===== src/rtl/core/sil_pkg.sv =====
// Shared types and constants for the sorted insert list.
// No dependencies.
`default_nettype none

package sil_pkg;

    localparam int DEPTH     = 64;
    localparam int ADDR_W    = $clog2(DEPTH);
    localparam int CNT_W     = $clog2(DEPTH + 1);
    localparam int CAP_W     = 7;
    localparam int IDX_W     = 6;
    localparam int ENTRY_W   = 7;
    localparam int DATA_W    = 32;
    localparam int CMP_W0    = (CNT_W > CAP_W) ? CNT_W : CAP_W;
    localparam int CMP_W     = (CMP_W0 > IDX_W) ? CMP_W0 : IDX_W;

    localparam logic [CAP_W-1:0] CAP_RESET = CAP_W'(64);

    localparam logic REQ_INSERT = 1'b0;
    localparam logic REQ_READ   = 1'b1;

    typedef struct packed {
        logic                     req_type;
        logic signed [DATA_W-1:0] new_value;
        logic [IDX_W-1:0]         read_index;
    } t_req;

    typedef struct packed {
        logic                     accepted;
        logic signed [DATA_W-1:0] read_value;
        logic                     read_valid;
        logic [ENTRY_W-1:0]       entry_count;
    } t_rsp;

    typedef enum logic [1:0] {
        FIN_NONE,
        FIN_INS_OK,
        FIN_INS_REJ,
        FIN_READ
    } t_fin;

    typedef struct packed {
        logic load;
        logic init_pos;
        logic issue_rd;
        logic shift;
        logic place;
        t_fin fin;
    } t_cmd;

    typedef struct packed {
        logic is_read;
        logic can_insert;
        logic rd_in_range;
        logic pos_zero;
        logic go_shift;
    } t_stat;

endpackage

`default_nettype wire


===== src/rtl/core/sil_datapath.sv =====
// Datapath: entry memory, count, capacity register, insert position and result register.
// Depends on sil_pkg.
`default_nettype none

module sil_datapath (
    input  wire logic             i_clk,
    input  wire logic             i_rst_n,
    input  wire sil_pkg::t_req    i_req,
    input  wire logic             i_cfg_we,
    input  wire logic [6:0]       i_cfg_wdata,
    input  wire sil_pkg::t_cmd    i_cmd,
    output sil_pkg::t_stat        o_stat,
    output logic                  o_rsp_valid,
    output sil_pkg::t_rsp         o_rsp
);
    import sil_pkg::*;

    logic signed [DATA_W-1:0] r_mem [DEPTH];
    logic signed [DATA_W-1:0] r_rd_data;
    t_req                     r_req;
    logic [CNT_W-1:0]         r_count;
    logic [CAP_W-1:0]         r_cap;
    logic [ADDR_W-1:0]        r_pos;
    logic                     r_rsp_valid;
    t_rsp                     r_rsp;

    logic [ADDR_W-1:0]        rd_addr;
    logic                     mem_we;
    logic signed [DATA_W-1:0] mem_wdata;
    t_rsp                     n_rsp;

    always_comb begin
        o_stat.is_read     = (r_req.req_type == REQ_READ);
        o_stat.can_insert  = (CMP_W'(r_count) < CMP_W'(r_cap))
                             && (r_count < CNT_W'(DEPTH));
        o_stat.rd_in_range = CMP_W'(r_req.read_index) < CMP_W'(r_count);
        o_stat.pos_zero    = (r_pos == '0);
        o_stat.go_shift    = (r_req.new_value < r_rd_data);
    end

    always_comb begin
        if (r_req.req_type == REQ_READ) begin
            rd_addr = ADDR_W'(r_req.read_index);
        end else begin
            rd_addr = r_pos - ADDR_W'(1);
        end
        mem_we    = i_cmd.shift || i_cmd.place;
        mem_wdata = i_cmd.shift ? r_rd_data : r_req.new_value;
    end

    always_ff @(posedge i_clk) begin
        if (mem_we) begin
            r_mem[r_pos] <= mem_wdata;
        end
        if (i_cmd.issue_rd) begin
            r_rd_data <= r_mem[rd_addr];
        end
    end

    always_ff @(posedge i_clk) begin
        if (i_cmd.load) begin
            r_req <= i_req;
        end
        if (i_cmd.init_pos) begin
            r_pos <= ADDR_W'(r_count);
        end else if (i_cmd.shift) begin
            r_pos <= r_pos - ADDR_W'(1);
        end
    end

    always_ff @(posedge i_clk) begin
        if (!i_rst_n) begin
            r_count <= '0;
            r_cap   <= CAP_RESET;
        end else begin
            if (i_cfg_we) begin
                r_cap <= i_cfg_wdata;
            end
            if (i_cmd.place) begin
                r_count <= r_count + CNT_W'(1);
            end
        end
    end

    always_comb begin
        n_rsp             = '0;
        n_rsp.entry_count = ENTRY_W'(r_count);
        unique case (i_cmd.fin)
            FIN_INS_OK: begin
                n_rsp.accepted = 1'b1;
            end
            FIN_READ: begin
                n_rsp.read_valid = o_stat.rd_in_range;
                n_rsp.read_value = o_stat.rd_in_range ? r_rd_data : '0;
            end
            default: begin
                n_rsp.accepted = 1'b0;
            end
        endcase
    end

    always_ff @(posedge i_clk) begin
        if (!i_rst_n) begin
            r_rsp_valid <= 1'b0;
        end else begin
            r_rsp_valid <= (i_cmd.fin != FIN_NONE);
        end
    end

    always_ff @(posedge i_clk) begin
        if (i_cmd.fin != FIN_NONE) begin
            r_rsp <= n_rsp;
        end
    end

    assign o_rsp_valid = r_rsp_valid;
    assign o_rsp       = r_rsp;

endmodule

`default_nettype wire


===== src/rtl/core/sil_ctrl.sv =====
// Controller state machine: sequences decode, reads, top-down shift search, placement and result.
// Depends on sil_pkg.
`default_nettype none

module sil_ctrl (
    input  wire logic           i_clk,
    input  wire logic           i_rst_n,
    input  wire logic           start,
    output logic                busy,
    input  wire sil_pkg::t_stat i_stat,
    output sil_pkg::t_cmd       o_cmd
);
    import sil_pkg::*;

    typedef enum logic [2:0] {
        ST_IDLE,
        ST_DECODE,
        ST_SEARCH,
        ST_CMP,
        ST_PLACED,
        ST_RD_WAIT
    } t_state;

    t_state r_state;
    t_state n_state;
    logic   r_busy;
    logic   n_busy;

    always_comb begin
        n_state = r_state;
        o_cmd   = '0;
        o_cmd.fin = FIN_NONE;
        unique case (r_state)
            ST_IDLE: begin
                if (start) begin
                    o_cmd.load = 1'b1;
                    n_state    = ST_DECODE;
                end
            end
            ST_DECODE: begin
                if (i_stat.is_read) begin
                    if (i_stat.rd_in_range) begin
                        o_cmd.issue_rd = 1'b1;
                        n_state        = ST_RD_WAIT;
                    end else begin
                        o_cmd.fin = FIN_READ;
                        n_state   = ST_IDLE;
                    end
                end else if (!i_stat.can_insert) begin
                    o_cmd.fin = FIN_INS_REJ;
                    n_state   = ST_IDLE;
                end else begin
                    o_cmd.init_pos = 1'b1;
                    n_state        = ST_SEARCH;
                end
            end
            ST_SEARCH: begin
                if (i_stat.pos_zero) begin
                    o_cmd.place = 1'b1;
                    n_state     = ST_PLACED;
                end else begin
                    o_cmd.issue_rd = 1'b1;
                    n_state        = ST_CMP;
                end
            end
            ST_CMP: begin
                if (i_stat.go_shift) begin
                    o_cmd.shift = 1'b1;
                    n_state     = ST_SEARCH;
                end else begin
                    o_cmd.place = 1'b1;
                    n_state     = ST_PLACED;
                end
            end
            ST_PLACED: begin
                o_cmd.fin = FIN_INS_OK;
                n_state   = ST_IDLE;
            end
            ST_RD_WAIT: begin
                o_cmd.fin = FIN_READ;
                n_state   = ST_IDLE;
            end
            default: begin
                n_state = ST_IDLE;
            end
        endcase
        n_busy = (n_state != ST_IDLE);
    end

    always_ff @(posedge i_clk) begin
        if (!i_rst_n) begin
            r_state <= ST_IDLE;
            r_busy  <= 1'b0;
        end else begin
            r_state <= n_state;
            r_busy  <= n_busy;
        end
    end

    assign busy = r_busy;

endmodule

`default_nettype wire


===== src/rtl/core/sorted_insert_list.sv =====
// Sorted insert list: ascending list of signed 32-bit values with count and capacity.
// A read goes through decode, a registered memory read and the result; an out-of-range read and a
// refused insert finish from decode. An insert reads and moves up each larger entry, then places it.
// The top-down compare-and-move loop over the single-port entry memory sets the insert time.
// busy falls with the strobe, so the next item may start in the strobe cycle.
// Synchronous reset clears count and state, sets capacity to 64; entries are not cleared.
`default_nettype none

module sorted_insert_list (
    input  wire logic          i_clk,
    input  wire logic          i_rst_n,
    input  wire logic          start,
    output logic               busy,
    input  wire sil_pkg::t_req i_req,
    input  wire logic          i_cfg_we,
    input  wire logic [6:0]    i_cfg_wdata,
    output logic               o_rsp_valid,
    output sil_pkg::t_rsp      o_rsp
);
    import sil_pkg::*;

    t_cmd  cmd;
    t_stat stat;

    sil_ctrl u_ctrl (
        .i_clk   (i_clk),
        .i_rst_n (i_rst_n),
        .start   (start),
        .busy    (busy),
        .i_stat  (stat),
        .o_cmd   (cmd)
    );

    sil_datapath u_datapath (
        .i_clk       (i_clk),
        .i_rst_n     (i_rst_n),
        .i_req       (i_req),
        .i_cfg_we    (i_cfg_we),
        .i_cfg_wdata (i_cfg_wdata),
        .i_cmd       (cmd),
        .o_stat      (stat),
        .o_rsp_valid (o_rsp_valid),
        .o_rsp       (o_rsp)
    );

endmodule

`default_nettype wire


===== config.mk =====
export PLATFORM = sky130hd
export DESIGN_NAME = sorted_insert_list
export DESIGN_NICKNAME = d
export VERILOG_FILES = /design/src/rtl/core/sil_pkg.sv /design/src/rtl/core/sil_datapath.sv /design/src/rtl/core/sil_ctrl.sv /design/src/rtl/core/sorted_insert_list.sv
export SDC_FILE = /design/constraint.sdc
export NUM_CORES = 2
export LEC_CHECK = 0
export ABC_CLOCK_PERIOD_IN_PS = 5400
export BUFFER_PORTS_ARGS = -buffer_cell sky130_fd_sc_hd__buf_2
export CORE_ASPECT_RATIO = 1.5
export CORE_MARGIN = 2
export CORE_UTILIZATION = 24
export DETAILED_ROUTE_END_ITERATION = 10
export PLACE_DENSITY = 0.47
export SLEW_MARGIN = 20
export SYNTH_ARGS = -nofsm -noshare
export SYNTH_HDL_FRONTEND = slang
export SYNTH_SLANG_ARGS = --single-unit

===== constraint.sdc =====
create_clock -name i_clk -period 5.4 [get_ports i_clk]
set_input_delay 0.54 -clock i_clk [delete_from_list [all_inputs] [get_ports i_clk]]
set_output_delay 0.54 -clock i_clk [all_outputs]
set_load 0.02 [all_outputs]

==> impl_results.rst <==
.. list-table::
   :header-rows: 1

   * - Metric
     - Value
   * - Placed inst area
     - roughly 0.094 mm²
   * - Transition time of the tightest slew-check pin
     - ~1200 ps
   * - Slew headroom
     - 0.2131
   * - Routed Wire Length
     - 243.5 mm
   * - Class of the most critical setup path
     - reg -> reg
   * - Worst supply voltage drop on vdd
     - roughly 0.28 mV
   * - Critical path endpoint category
     - flip-flop
   * - Fin Hold WS
     - 83.77 ps
   * - Post-place setup slack
     - roughly 200 ps
   * - Distinct cell type count of the synthesized netlist
     - slightly below 50
   * - I/O pin cnt
     - 93
   * - Design Area, Final
     - approximately 0.1 mm²
   * - Count of buffering cells on the critical path with inverters included
     - 3
   * - Sinks on Clock Net
     - 2,185
   * - Floorplan die area
     - about 0.36 mm²
   * - RSZ-0062 raised after global routing
     - no
   * - Largest net degree at the start of global routing
     - 84
   * - Maximum count of clock buffers along a single path
     - 4
   * - Worst min path class
     - in -> reg
   * - First-pass GRT wire length
     - between 300 and 400 mm
   * - Area taken by multi-input logic gates
     - ~0.019 mm²
   * - Power density over the cells
     - 360.2 mW/mm²
   * - Remaining routing DRC violations
     - 0
   * - Count of warnings emitted by yosys
     - 0
   * - Design internal power
     - 27,500 µW
   * - Delay-heaviest family, CP
     - compound AO/OA/AOI/OAI gates
   * - Total setup violations reported at the end of the flow
     - 0
   * - # port buffers
     - slightly above 90
   * - Cell at the root of the clock tree
     - sky130_fd_sc_hd__clkbuf_16
   * - Vias after detailed routing
     - ~40k
   * - Area contributors post-synth
     - sky130_fd_sc_hd__edfxtp_1 (76%), sky130_fd_sc_hd__mux4_2 (14%), sky130_fd_sc_hd__mux2i_1 (1.9%)
   * - Iteration-0 DRC count of the detailed router
     - roughly 3.2k
   * - Async S/R FF share, synth
     - 0
   * - Seq. cell area
     - 0.06542 mm²
   * - Largest stage delay on the critical path
     - just under 900 ps
   * - Clock buffer count from CTS
     - between 150 and 200
   * - Growth of design area from synthesis to finish
     - 17.40%
   * - Setup slack of the critical path after layout
     - around 360 ps
   * - Most numerous cell types in the synthesized netlist
     - sky130_fd_sc_hd__edfxtp_1 (2,166), sky130_fd_sc_hd__mux4_2 (520), sky130_fd_sc_hd__mux2i_1 (163)
   * - Worst clock skew on the final layout
     - 66.21 ps
   * - Row cnt
     - roughly 270
   * - Period utilization
     - 0.9330
   * - ANT nets after route
     - 0
   * - GRT Util Overall
     - 0.1324
   * - HPWL after detailed placement
     - 146.8 mm
   * - Status
     - finished clean
   * - Clock network fraction of total power
     - 0.371
   * - Cell with the most instances after synthesis
     - sky130_fd_sc_hd__edfxtp_1
   * - Final Max Slew Viols
     - 0
   * - Post_cts resized
     - 0
   * - Number of instances in the synthesized netlist
     - 3,908
   * - Area share of the leading cell type in the synthesized netlist
     - 0.7642
   * - Kind of launch point of the worst setup path
     - flip-flop
   * - Leakage
     - 0.03068 µW
   * - GPL Wtd Cong
     - 0.7720
   * - Insertion delay of the later-clocked pin in the worst-skew pair
     - 880 ps
   * - Reg clk slew, reported paths
     - approximately 70 ps
   * - Mapped cell area
     - between 0.08 and 0.09 mm²
   * - Total power of the final layout
     - approximately 36,000 µW
   * - Total number of H-tree levels
     - 4
   * - Number of register bits inferred by synthesis
     - between 2k and 2.5k
   * - Horizontal die dimension
     - ~490 µm
   * - Sequential power share
     - 0.527
   * - Cell breakdown of the critical path
     - inv_1 -> ha_1 -> xor2_1 -> mux2i_4 -> buf_4 -> a211oi_1 -> a211oi_1 -> a311oi_1 -> buf_4 -> a21oi_1
   * - Most instantiated flip-flop cell in the synthesis netlist
     - sky130_fd_sc_hd__edfxtp_1
   * - Required time of the critical path
     - 5920 ps
   * - Starting density of the core
     - 0.2412
   * - Setup tns final
     - 0 ps
   * - Highest clock rate
     - 0.1985 GHz
   * - Power spent charging and discharging nets
     - ~8500 µW
   * - Maximum net fanout on the critical path
     - 27
   * - CTS hold repair buffers
     - 46
   * - TritonCTS clock tree
     - built
   * - Leftover overflow at the end of global routing
     - 0
   * - Cell at the slowest stage of the critical path
     - sky130_fd_sc_hd__a211oi_1
   * - WL/cell
     - about 27 µm
   * - Post-synthesis cell type with the largest combined area
     - sky130_fd_sc_hd__edfxtp_1
   * - Fill cell total of the finished layout
     - approximately 35k
   * - Arrival time of data at the critical path endpoint
     - roughly 5600 ps
   * - Average footprint of a synthesized cell
     - approximately 22 µm²
   * - DR vias/cell
     - between 4 and 5
   * - Die boundary height
     - 733.3 µm
   * - Detailed-routing iteration count for the pre-antenna-repair pass
     - 8
   * - Final min period
     - 5038 ps
   * - Number of enable flip-flop cells after synthesis
     - between 2k and 2.5k
   * - Vias in the first global route
     - roughly 43k
   * - Switch share
     - 0.2359
   * - Fin. Hold Viols
     - 0
   * - Mapped Nets
     - 4,003
   * - Layout Nets
     - about 4.4k
   * - Core footprint
     - 0.3528 mm²
   * - # Post-CTS Setup Buffers
     - 0
   * - Proportion of power drawn by combinational gates
     - 0.101
   * - Portion of the post-synthesis area used by sequential elements
     - 0.7687
   * - Share of final-layout standard cells stronger than drive strength 1
     - 0.2750
   * - Antenna violations before repair
     - 8
   * - Number of violations of the max-capacitance limit
     - 0
[final timing paths]
| check | end | start | slack [ps] | depth (start not counted) |
|---|---|---|---|---|
| setup / recovery | u_datapath.r_rd_data[31] | u_datapath.r_pos[0] | 360 | 10 |
| hold / removal | u_datapath.r_cap[6] | i_cfg_we | 80 | 2 |
| setup reg to reg | u_datapath.r_rd_data[31] | u_datapath.r_pos[0] | 360 | 10 |
| hold reg to reg | u_datapath.r_cap[0] | u_datapath.r_cap[0] | 530 | 2 |
[state kept, by name (all words and copies together) (netlist names)]
signal,flops
u_datapath.r_pos,6
u_datapath.r_rd_data,32
u_datapath.o_rsp,41
u_datapath.r_count,7
u_datapath.o_rsp_valid,1
u_datapath.r_req,38
u_datapath.r_cap,7
u_ctrl.r_state,3
u_datapath.o_stat,1
u_datapath.r_mem,2048
u_ctrl.busy,1
[cells in the final DEF, fill, tap and decap left out, drive strengths merged, types with 3 or more instances in the layout]
master and count:
nand4 8, xor2 3, clkinvlp 8, nand2 94
a211oi 156, nor2 79, nand3 14, diode 5
or3 3, a21oi 110, xnor2 5, buf 324
mux2 37, clkbuf 253, ha 45, nor2b 102
mux4 520, bufinv 8, nand2b 3, edfxtp 2166
dfxtp 19, dlygate4sd3 46, and2 40, a311oi 30
clkinv 68, mux2i 164, a31oi 6, a21o 6
nor3b 5, nor3 4, inv 52, o21ai 10
[layer usage]
layer / vias to the layer above / track usage / share of wire
met5: - / 0 / 0.000033
met3: 330 / 0.01332 / 0.034
li1: 17020 / - / -
met4: 2 / 0.04083 / 0.031
met1: 22550 / 0.1514 / 0.38
met2: 951 / 0.2558 / 0.55
[power groups by stage]
stage,logic (µW),registers [µW],clock network [µW]
after floorplan,2170,19300,0
after global placement,3680,19300,0
after detailed placement,3710,19300,0
after CTS,3750,19000,13700
after global routing,3890,19000,14200
final,3650,19000,13400
[layout make-up]
type / instances / area share
sequential: 2185 / 0.6548
antenna: 5 / 0.0001252
timing repair buffer: 370 / 0.03516
multi-input combinational: 1460 / 0.1904
clock buffer: 253 / 0.05249
tap: 4707 / 0.05894
inverter: 49 / 0.001841
clock inverter: 87 / 0.006211
[cells by family (layout without fill, tap and decap cells)]
family,after synthesis,after routing,share of synthesized area
buffers and inverters,263,759,0.01488
multiplexers,721,721,0.1619
adder cells (fa/ha/maj),45,45,0.006616
other,0,5,0
flip-flops,2185,2185,0.7687
XOR/XNOR,8,8,0.0008233
AO/OA/AOI/OAI,327,327,0.02583
AND/OR/NAND/NOR,359,359,0.02120
[metrics by stage]
stage          instances    util
2_1_floorplan       3908       -
3_3_place_gp        8724  0.2651
3_5_place_dp        8725  0.2652
4_1_cts             9111  0.2831
5_1_grt             9112  0.2832
6_report            9116  0.2832
(Power assumes the default switching activity.)
